===== src/sv/drac_pkg.sv =====
// shared types, constants and calendar helpers for the dst rule check
package drac_pkg;

  localparam int unsigned NowW    = 32;
  localparam int unsigned CfgIdxW = 3;
  localparam int unsigned CfgW    = 21;
  localparam int unsigned DayW    = 16;   // signed day number range
  localparam int unsigned YearW   = 12;   // years 1901..2038 fit easily signed
  localparam int unsigned StatusW = 2;

  localparam logic [CfgIdxW-1:0] RegRuleEnabled = 3'd0;
  localparam logic [CfgIdxW-1:0] RegStartDate   = 3'd1;
  localparam logic [CfgIdxW-1:0] RegStartTod    = 3'd2;
  localparam logic [CfgIdxW-1:0] RegEndDate     = 3'd3;
  localparam logic [CfgIdxW-1:0] RegEndTod      = 3'd4;
  localparam logic [CfgIdxW-1:0] RegStdOffset   = 3'd5;
  localparam logic [CfgIdxW-1:0] RegDstOffset   = 3'd6;

  localparam logic [StatusW-1:0] StInactive = 2'd0;
  localparam logic [StatusW-1:0] StActive   = 2'd1;
  localparam logic [StatusW-1:0] StNoRule   = 2'd2;

  localparam logic [9:0]  ResetStartDate = 10'd35;
  localparam logic [9:0]  ResetEndDate   = 10'd27;
  localparam logic [20:0] ResetTod       = 21'd7200;

  // days from 1901-01-01 to 1970-01-01, and the same span in seconds
  localparam logic signed [16:0] EpochDays     = 17'sd25202;
  localparam logic [33:0]        EpochShiftSec = 34'd2177452800;
  // ceil(2^36 / 675): exact floor for numerators below 2^26
  localparam logic [26:0]        DayRecip      = 27'd101806633;
  // ceil(2^29 / 1461): exact floor for numerators below 2^18
  localparam logic [18:0]        YearRecip     = 19'd367469;
  localparam logic signed [YearW-1:0] FirstYear = 12'sd1901;

  // cumulative days before each month, non-leap
  function automatic logic [8:0] month_start(input logic [3:0] m);
    logic [8:0] r;
    case (m)
      4'd1:    r = 9'd0;
      4'd2:    r = 9'd31;
      4'd3:    r = 9'd59;
      4'd4:    r = 9'd90;
      4'd5:    r = 9'd120;
      4'd6:    r = 9'd151;
      4'd7:    r = 9'd181;
      4'd8:    r = 9'd212;
      4'd9:    r = 9'd243;
      4'd10:   r = 9'd273;
      4'd11:   r = 9'd304;
      default: r = 9'd334;
    endcase
    return r;
  endfunction

  function automatic logic [4:0] month_len(input logic [3:0] m, input logic leap);
    logic [4:0] r;
    case (m)
      4'd2:    r = leap ? 5'd29 : 5'd28;
      4'd4:    r = 5'd30;
      4'd6:    r = 5'd30;
      4'd9:    r = 5'd30;
      4'd11:   r = 5'd30;
      default: r = 5'd31;
    endcase
    return r;
  endfunction

  // decoded date rule with out-of-range codes folded
  typedef struct packed {
    logic [3:0] month;
    logic [2:0] week;
    logic [2:0] wday;
  } rule_t;

  function automatic rule_t fold_rule(input logic [9:0] r);
    rule_t o;
    o.month = (r[3:0] == 4'd0) ? 4'd1 : ((r[3:0] > 4'd12) ? 4'd12 : r[3:0]);
    o.week  = (r[6:4] == 3'd0) ? 3'd1 : ((r[6:4] > 3'd5) ? 3'd5 : r[6:4]);
    o.wday  = (r[9:7] == 3'd7) ? 3'd0 : r[9:7];
    return o;
  endfunction

  // unsigned value mod 7 by summing octal digits, since 8 is 1 mod 7
  function automatic logic [2:0] mod7u(input logic [8:0] x);
    logic [4:0] s;
    logic [3:0] t;
    s = {2'd0, x[8:6]} + {2'd0, x[5:3]} + {2'd0, x[2:0]};
    t = {2'd0, s[4:3]} + {1'b0, s[2:0]};
    return (t >= 4'd7) ? 3'(t - 4'd7) : t[2:0];
  endfunction

endpackage


===== src/sv/drac_if.sv =====
// valid/ready channel carrying one item
interface drac_if #(parameter int unsigned W = 32) ();
  logic         valid;
  logic         ready;
  logic [W-1:0] data;
  modport source (output valid, output data, input ready);
  modport sink   (input valid, input data, output ready);
endinterface


===== src/sv/drac_instant.sv =====
// transition instant for one rule: registered rule day number, then utc second
module drac_instant import drac_pkg::*; (
  input  logic                      clk_i,
  input  logic                      en_i,
  input  logic signed [YearW-1:0]   year_i,
  input  logic                      leap_i,
  input  logic signed [DayW-1:0]    jan1_i,
  input  logic [2:0]                jan1_wd_i,
  input  rule_t                     rule_i,
  input  logic signed [20:0]        tod_i,
  input  logic signed [17:0]        off_i,
  output logic signed [NowW-1:0]    inst_o
);
  logic signed [DayW+1:0] day_d, day_q;
  logic signed [21:0]     adj_d, adj_q;
  logic [8:0]  doy;
  logic [3:0]  wd_sum;
  logic [2:0]  fwd;
  logic [2:0]  delta;
  logic [5:0]  mday;
  logic signed [DayW+1:0] first;

  // mday of the rule day from the weekday of the first of the month
  always_comb begin
    doy    = month_start(rule_i.month) +
             ((leap_i && rule_i.month > 4'd2) ? 9'd1 : 9'd0);
    first  = {{2{jan1_i[DayW-1]}}, jan1_i} + $signed({9'd0, doy});
    wd_sum = {1'b0, jan1_wd_i} + {1'b0, mod7u(doy)};
    fwd    = (wd_sum >= 4'd7) ? 3'(wd_sum - 4'd7) : wd_sum[2:0];
    delta  = (rule_i.wday >= fwd) ? 3'(rule_i.wday - fwd) : 3'(rule_i.wday + 3'd7 - fwd);
    mday   = 6'd1 + {3'd0, delta} + ({3'd0, rule_i.week} - 6'd1) * 6'd7;
    if (mday > {1'b0, month_len(rule_i.month, leap_i)}) mday = mday - 6'd7;
    day_d  = first + $signed({12'd0, mday}) - 18'sd1;
    adj_d  = 22'(tod_i) + 22'(off_i);
  end

  always_ff @(posedge clk_i) begin
    if (en_i) begin
      day_q <= day_d;
      adj_q <= adj_d;
    end
  end

  // day times 86400 plus adjustments, wrapped to 32 bits
  logic signed [39:0] full;
  assign full   = 40'(day_q) * 40'sd86400 + 40'(adj_q);
  assign inst_o = full[NowW-1:0];
  logic unused_year;
  assign unused_year = ^year_i;
endmodule


===== src/sv/dst_rule_active_check.sv =====
// top level: dst rule evaluation pipeline
//
// Input channel in carries now_seconds (signed utc seconds), output channel
// out carries dst_status: 0 inactive, 1 active, 2 no rule.
// Configuration: cfg_we_i writes cfg_data_i into register cfg_idx_i
// (0 enable, 1 start rule, 2 start time, 3 end rule, 4 end time,
// 5 standard offset, 6 daylight offset); write only while idle.
// Pipeline of five register stages: day number, year index, calendar
// base, rule day, instant multiply; the compare sits at the output.
// Each item passes through the stages in order and then shows on out;
// one item per cycle back to back while out does not stall.
// The stages advance together; when the receiver stalls with the last
// stage full the whole pipeline holds and in.ready drops, so no item is
// lost or repeated. Reset empties the pipeline and loads the default
// rule set (disabled, second Sunday of March to first Sunday of
// November at 02:00).
module dst_rule_active_check import drac_pkg::*; (
  input  logic                 clk_i,
  input  logic                 rst_ni,
  drac_if.sink                 in,
  drac_if.source               out,
  input  logic                 cfg_we_i,
  input  logic [CfgIdxW-1:0]   cfg_idx_i,
  input  logic [CfgW-1:0]      cfg_data_i
);
  // configuration registers
  logic        en_q;
  logic [9:0]  sdate_q, edate_q;
  logic [20:0] stod_q, etod_q;
  logic [17:0] soff_q, doff_q;

  always_ff @(posedge clk_i or negedge rst_ni) begin
    if (!rst_ni) begin
      en_q <= 1'b0; sdate_q <= ResetStartDate; edate_q <= ResetEndDate;
      stod_q <= ResetTod; etod_q <= ResetTod; soff_q <= '0; doff_q <= '0;
    end else if (cfg_we_i) begin
      case (cfg_idx_i)
        RegRuleEnabled: en_q    <= cfg_data_i[0];
        RegStartDate:   sdate_q <= cfg_data_i[9:0];
        RegStartTod:    stod_q  <= cfg_data_i;
        RegEndDate:     edate_q <= cfg_data_i[9:0];
        RegEndTod:      etod_q  <= cfg_data_i;
        RegStdOffset:   soff_q  <= cfg_data_i[17:0];
        RegDstOffset:   doff_q  <= cfg_data_i[17:0];
        default: ;
      endcase
    end
  end

  // pipeline control: all stages move when the last can drain
  logic [4:0] v_q;
  logic       adv;
  assign adv      = !v_q[4] || out.ready;
  assign in.ready = adv;
  assign out.valid = v_q[4];

  always_ff @(posedge clk_i or negedge rst_ni) begin
    if (!rst_ni) v_q <= '0;
    else if (adv) v_q <= {v_q[3:0], in.valid};
  end

  // stage 1: days since 1901-01-01 by reciprocal multiply of the shifted seconds
  logic signed [NowW-1:0] now1_q, now2_q, now3_q, now4_q, now5_q;
  logic [15:0] e1_q;
  logic [33:0] secs_d;
  logic [52:0] dprod_d;
  assign secs_d  = {{2{in.data[NowW-1]}}, in.data} + EpochShiftSec;
  assign dprod_d = 53'(secs_d[32:7]) * 53'(DayRecip);
  always_ff @(posedge clk_i) begin
    if (adv) begin
      now1_q <= $signed(in.data);
      e1_q   <= dprod_d[51:36];
    end
  end

  // stage 2: year index from 1901, exact four-year cycle up to 2099
  logic [7:0]  yo2_q;
  logic [36:0] yprod_d;
  assign yprod_d = 37'({e1_q, 2'b11}) * 37'(YearRecip);
  always_ff @(posedge clk_i) begin
    if (adv) begin
      now2_q <= now1_q;
      yo2_q  <= yprod_d[36:29];
    end
  end

  // stage 3: january first of that year, its weekday and leap flag
  logic signed [YearW-1:0] year_d, year3_q;
  logic signed [DayW-1:0]  jan_d, jan3_q;
  logic                    leap_d, leap3_q;
  logic [2:0]              jwd_d, jwd3_q;
  logic [16:0]             jan_e;
  logic [8:0]              wd_idx;
  always_comb begin
    jan_e  = 17'(yo2_q) * 17'd365 + 17'(yo2_q[7:2]);
    jan_d  = DayW'($signed(jan_e) - EpochDays);
    // 1901-01-01 was a tuesday and 365 is 1 mod 7
    wd_idx = 9'd2 + 9'(yo2_q) + 9'(yo2_q[7:2]);
    jwd_d  = mod7u(wd_idx);
    leap_d = (yo2_q[1:0] == 2'b11);
    year_d = $signed({4'd0, yo2_q}) + FirstYear;
  end
  always_ff @(posedge clk_i) begin
    if (adv) begin
      now3_q <= now2_q; year3_q <= year_d; leap3_q <= leap_d;
      jan3_q <= jan_d;  jwd3_q  <= jwd_d;
    end
  end

  // stages 4 and 5: transition instants
  logic signed [NowW-1:0] st_inst, en_inst;
  drac_instant u_start (
    .clk_i, .en_i(adv), .year_i(year3_q), .leap_i(leap3_q), .jan1_i(jan3_q),
    .jan1_wd_i(jwd3_q), .rule_i(fold_rule(sdate_q)), .tod_i(stod_q),
    .off_i(soff_q), .inst_o(st_inst));
  drac_instant u_end (
    .clk_i, .en_i(adv), .year_i(year3_q), .leap_i(leap3_q), .jan1_i(jan3_q),
    .jan1_wd_i(jwd3_q), .rule_i(fold_rule(edate_q)), .tod_i(etod_q),
    .off_i(doff_q), .inst_o(en_inst));

  logic signed [NowW-1:0] st_q, en5_q;
  always_ff @(posedge clk_i) begin
    if (adv) begin
      now4_q <= now3_q;
      now5_q <= now4_q;
      st_q   <= st_inst;
      en5_q  <= en_inst;
    end
  end

  // compare at the output
  always_comb begin
    if (!en_q) out.data = StNoRule;
    else if (st_q < en5_q)
      out.data = (now5_q >= st_q && now5_q < en5_q) ? StActive : StInactive;
    else
      out.data = (now5_q >= en5_q && now5_q < st_q) ? StInactive : StActive;
  end

`ifndef SYNTHESIS
  a_stall_hold: assert property (@(posedge clk_i) disable iff (!rst_ni)
    out.valid && !out.ready |=> out.valid) else $error("item dropped");
  a_ready: assert property (@(posedge clk_i) disable iff (!rst_ni)
    !v_q[4] |-> in.ready) else $error("ready low with free slot");
  a_flow: assert property (@(posedge clk_i) disable iff (!rst_ni)
    in.valid && in.ready |=> v_q[0]) else $error("item not captured");
`endif
endmodule

===== src/flat_wrapper.sv =====
// flat-port wrapper written by rule: the top's interface ports become plain ports
module dst_rule_active_check_flat import drac_pkg::*;
  (clk_i, rst_ni, cfg_we_i, cfg_idx_i, cfg_data_i, in_valid, in_data, in_ready, out_valid, out_data, out_ready);
  drac_if in_i ();
  drac_if out_i ();
  input  logic clk_i;
  input  logic rst_ni;
  input  logic cfg_we_i;
  input  logic [CfgIdxW-1:0] cfg_idx_i;
  input  logic [CfgW-1:0] cfg_data_i;
  input wire logic [$bits(in_i.valid)-1:0] in_valid;
  input wire logic [$bits(in_i.data)-1:0] in_data;
  output wire logic [$bits(in_i.ready)-1:0] in_ready;
  output wire logic [$bits(out_i.valid)-1:0] out_valid;
  output wire logic [$bits(out_i.data)-1:0] out_data;
  input wire logic [$bits(out_i.ready)-1:0] out_ready;
  assign in_i.valid = in_valid;
  assign in_i.data = in_data;
  assign in_ready = in_i.ready;
  assign out_valid = out_i.valid;
  assign out_data = out_i.data;
  assign out_i.ready = out_ready;
  dst_rule_active_check u_core (.clk_i(clk_i), .rst_ni(rst_ni), .in(in_i), .out(out_i), .cfg_we_i(cfg_we_i), .cfg_idx_i(cfg_idx_i), .cfg_data_i(cfg_data_i));
endmodule

===== config.mk =====
export PLATFORM = sky130hd
export DESIGN_NAME = dst_rule_active_check_flat
export DESIGN_NICKNAME = d
export VERILOG_FILES = /design/src/sv/drac_pkg.sv /design/src/sv/drac_if.sv /design/src/sv/drac_instant.sv /design/src/sv/dst_rule_active_check.sv /design/src/flat_wrapper.sv
export SDC_FILE = /design/constraint.sdc
export NUM_CORES = 2
export LEC_CHECK = 0
export ABC_AREA = 1
export BUFFER_PORTS_ARGS = -buffer_cell sky130_fd_sc_hd__buf_2
export CAP_MARGIN = 20
export CORE_MARGIN = 2
export CORE_UTILIZATION = 50
export DETAILED_ROUTE_END_ITERATION = 7
export GPL_TIMING_DRIVEN = 1
export PLACE_DENSITY_LB_ADDON = 0.08
export SLEW_MARGIN = 20
export SYNTH_ARGS = -nofsm -noshare
export SYNTH_HDL_FRONTEND = slang
export SYNTH_SLANG_ARGS = --single-unit

===== constraint.sdc =====
create_clock -name clk_i -period 31 [get_ports clk_i]
set_clock_uncertainty 0.2 [all_clocks]
set_input_delay 3.1 -clock clk_i [delete_from_list [all_inputs] [get_ports clk_i]]
set_output_delay 3.1 -clock clk_i [all_outputs]
set_load 0.005 [all_outputs]

==> run_results.csv <==
group,metric,value,unit
sta,clock.fmax,77.30,MHz
placed_design,io_buffer_count,64,
cts,h-tree-depth,2,
global_route,grt_pass1_wl,198.5,mm
job,maxCapViolations,0,
setup_path,crit_family,"adder cells",
setup_path,cpMaxStageDelayCell,"fa_1",
global_route,antenna_found_initial,2,
route,drc,0,
min_path,hp-class,"register to register",
layout,nets,7189,
placed_design,placed_cell_area,53840,um^2
sta,relSlewSlack,34.37,%
cts,cts.hold.buffers_added,0,
cts,cts_setup_buffers,0,
floorplanning,ioPinCount,95,
yosys,ys_seq_area_share,25.21,%
sta,rsz0062_at_grt,"no",
layout,antenna_cells,0,
cts,clk_latency,660,ps
route,drtPass1Iterations,5,
sta,fin_crit,12940,ps
cts,clock_path_buffers,3,
cts,cts_sinks,452,
yosys,synth_largest_area_cell,"ha_1",
cts,clk_pin_slew,70,ps
global_route,grt_usage,23.43,%
floorplanning,dieWidth,326.0,um
setup_path,crit_type,"register to register",
sta,setup_viol,0,
global_route,grt_pass1_vias,37510,
sta,tightest_slew,984.4,ps
cts,cts_root_buffer,"clkbuf_16",
route,via_per_inst,5.138,
placed_design,place_hpwl,103.8,mm
global_route,grt_overflow,0,
floorplanning,rows,118,
layout,multi_input_area,33940,um^2
layout,area_growth,7.284,%
layout,area.sequential,13070,um^2
route,detail_route.wl_per_cell,17.00,um
sta,tns,0,ps
cts,cts.repair.resized,0,
yosys,synth_edf_count,348,
placed_design,gp_congestion,0.9182,
cts,cts_tree,"yes",
setup_path,path_max_fanout,8,
yosys,yosysTopAreaCellShare,23.63,%
setup_path,crit_top_cell,"inv_1",
setup_path,worstSetupStartpointType,"register",
yosys,yosysUniqueCellTypes,65,
sta,hold_viol_final,0,
sta,final.period_utilization,41.73,%
layout,layout-drive-gt1-share,4.130,%
setup_path,critPathMaxStageDelay,670,ps
setup_path,worstPathArrival,13130,ps
setup_path,worst-path-buf-inv,11,
floorplanning,initial_utilization,50.23,%
floorplanning,die_area,106300,um^2
yosys,syn-cell-area,51840,um^2
layout,fillCellCount,9493,
yosys,synth_cells,5588,
floorplanning,core,103200,um^2
yosys,synthArstFlopShare,23.01,%
yosys,synth-seq-cells,452,
route,drtAntennaViolNets,0,
setup_path,worstPathRequired,31190,ps
global_route,grt_start_max_net_pins,179,
sta,slew_violations,0,
yosys,syn_avg_cell_area,9.277,um^2
floorplanning,die_h,326.0,um
layout,fin_area,55620,um^2
yosys,synth_common_cells,"inv_1 (1,229), ha_1 (979), nand2_1 (767)",
route,drt_iter0_drc,2064,
yosys,synthFlopType,"edfxtp_1",
yosys,yosysMostFrequentCell,"inv_1",
outcome,status,"complete, no violations",
cts,cts_inserted_buffers,52,
route,drt_wl_total,121.0,mm
yosys,synthTopCellsByArea,"ha_1 (24%), edfxtp_1 (20%), fa_1 (17%)",
setup_path,worstSetupEndpointType,"register",
route,num_vias,36580,
yosys,yosysWarnings,0,
## flip-flops by register name, indices dropped and copies added (netlist names), 18 cells and up
name                  cells
u_core.now2_q            32
u_core.u_end.day_q       18
u_core.stod_q            21
u_core.st_q              32
u_core.doff_q            18
u_core.now1_q            32
u_core.soff_q            18
u_core.u_start.day_q     18
u_core.en5_q             32
u_core.now3_q            32
u_core.now4_q            32
u_core.now5_q            32
u_core.u_start.adj_q     22
u_core.u_end.adj_q       22
u_core.etod_q            21
## kinds of logic (layout without fill, tap and decap cells)
group	count (synthesis)	in the layout	share of synthesized area [%]
multiplexers	3	3	0.06275
AO/OA/AOI/OAI	832	832	8.971
other	1	30	0.007234
flip-flops	452	452	25.21
buffers and inverters	1288	1410	9.565
AND/OR/NAND/NOR	1305	1305	10.36
XOR/XNOR	276	276	4.735
adder cells (fa/ha/maj)	1431	1431	41.08
## cell type report
| cell class | instances | area share, % |
|---|---|---|
| clock inverters | 37 | 0.7536 |
| flip-flops and latches | 452 | 23.50 |
| inverters | 1234 | 8.333 |
| multi-input cells | 3877 | 61.03 |
| well taps | 1380 | 3.105 |
| clock buffers | 59 | 2.443 |
| repair buffers | 80 | 0.8324 |
## final timing paths
check                                               from  cells past startpoint                          endpoint  slack [ps]
setup / recovery           u_core.edate_q[3]$_DFFE_PN1P_                     61  u_core.u_end.day_q[13]$_DFFE_PP_       18060
hold / removal               u_core.now4_q[26]$_DFFE_PP_                      0       u_core.now5_q[26]$_DFFE_PP_         200
setup reg to reg           u_core.edate_q[3]$_DFFE_PN1P_                     61  u_core.u_end.day_q[13]$_DFFE_PP_       18060
hold reg to reg              u_core.now4_q[26]$_DFFE_PP_                      0       u_core.now5_q[26]$_DFFE_PP_         200
max in group asynchronous                         rst_ni                      2     u_core.doff_q[16]$_DFFE_PN0P_       27100
min in group asynchronous                         rst_ni                      1     u_core.edate_q[8]$_DFFE_PN0P_        2220
## metal layers
layer | wire [um] | global-route usage [%] | share of wire, % | vias up
li1 | - | - | - | 18340
met2 | 56010 | 38.60 | 46 | 641
met3 | 5053 | 2.996 | 4.2 | 113
met4 | 2383 | 4.839 | 2.0 | 0
met1 | 57550 | 33.16 | 48 | 17480
met5 | 0 | 0 | 0 | -
## layout by cell type (no fill, tap or decap), drive strengths merged, types with 5 or more instances in the layout
cell type  count
a21oi        371
nor3          47
conb          30
o21a          12
inv         1238
o211ai        16
nand3        136
nor2         280
a211oi        10
edfxtp       348
dfstp         15
clkbuf        59
nand2        772
o21ai        302
fa           452
nor4          13
a21o          34
nand3b         5
clkinv        25
ha           979
nand4         36
a21boi        10
buf           80
a31oi         30
dfrtp         89
xnor2         87
o21bai        18
or2            9
o31ai          5
bufinv         6
xor2         189
o22ai          5
## through the flow
| step | hold slack [ps] | util (%) | worst slack, ps | std cells |
|---|---|---|---|---|
| 6_report | 198.5 | 53.89 | 18060 | 7119 |
| 5_1_grt | 213.6 | 53.89 | 16850 | 7119 |
| 4_1_cts | 205.5 | 53.89 | 18110 | 7119 |
| 3_5_place_dp | 204.5 | 52.17 | 18210 | 7023 |
| 3_3_place_gp | 200.4 | 52.15 | 18490 | 7022 |
| 2_1_floorplan | 200.3 | - | 17110 | 5617 |
Power is left out: the tool's default activity adds up to more than one toggle a clock period on the data nets, which glitch-free logic cannot reach.
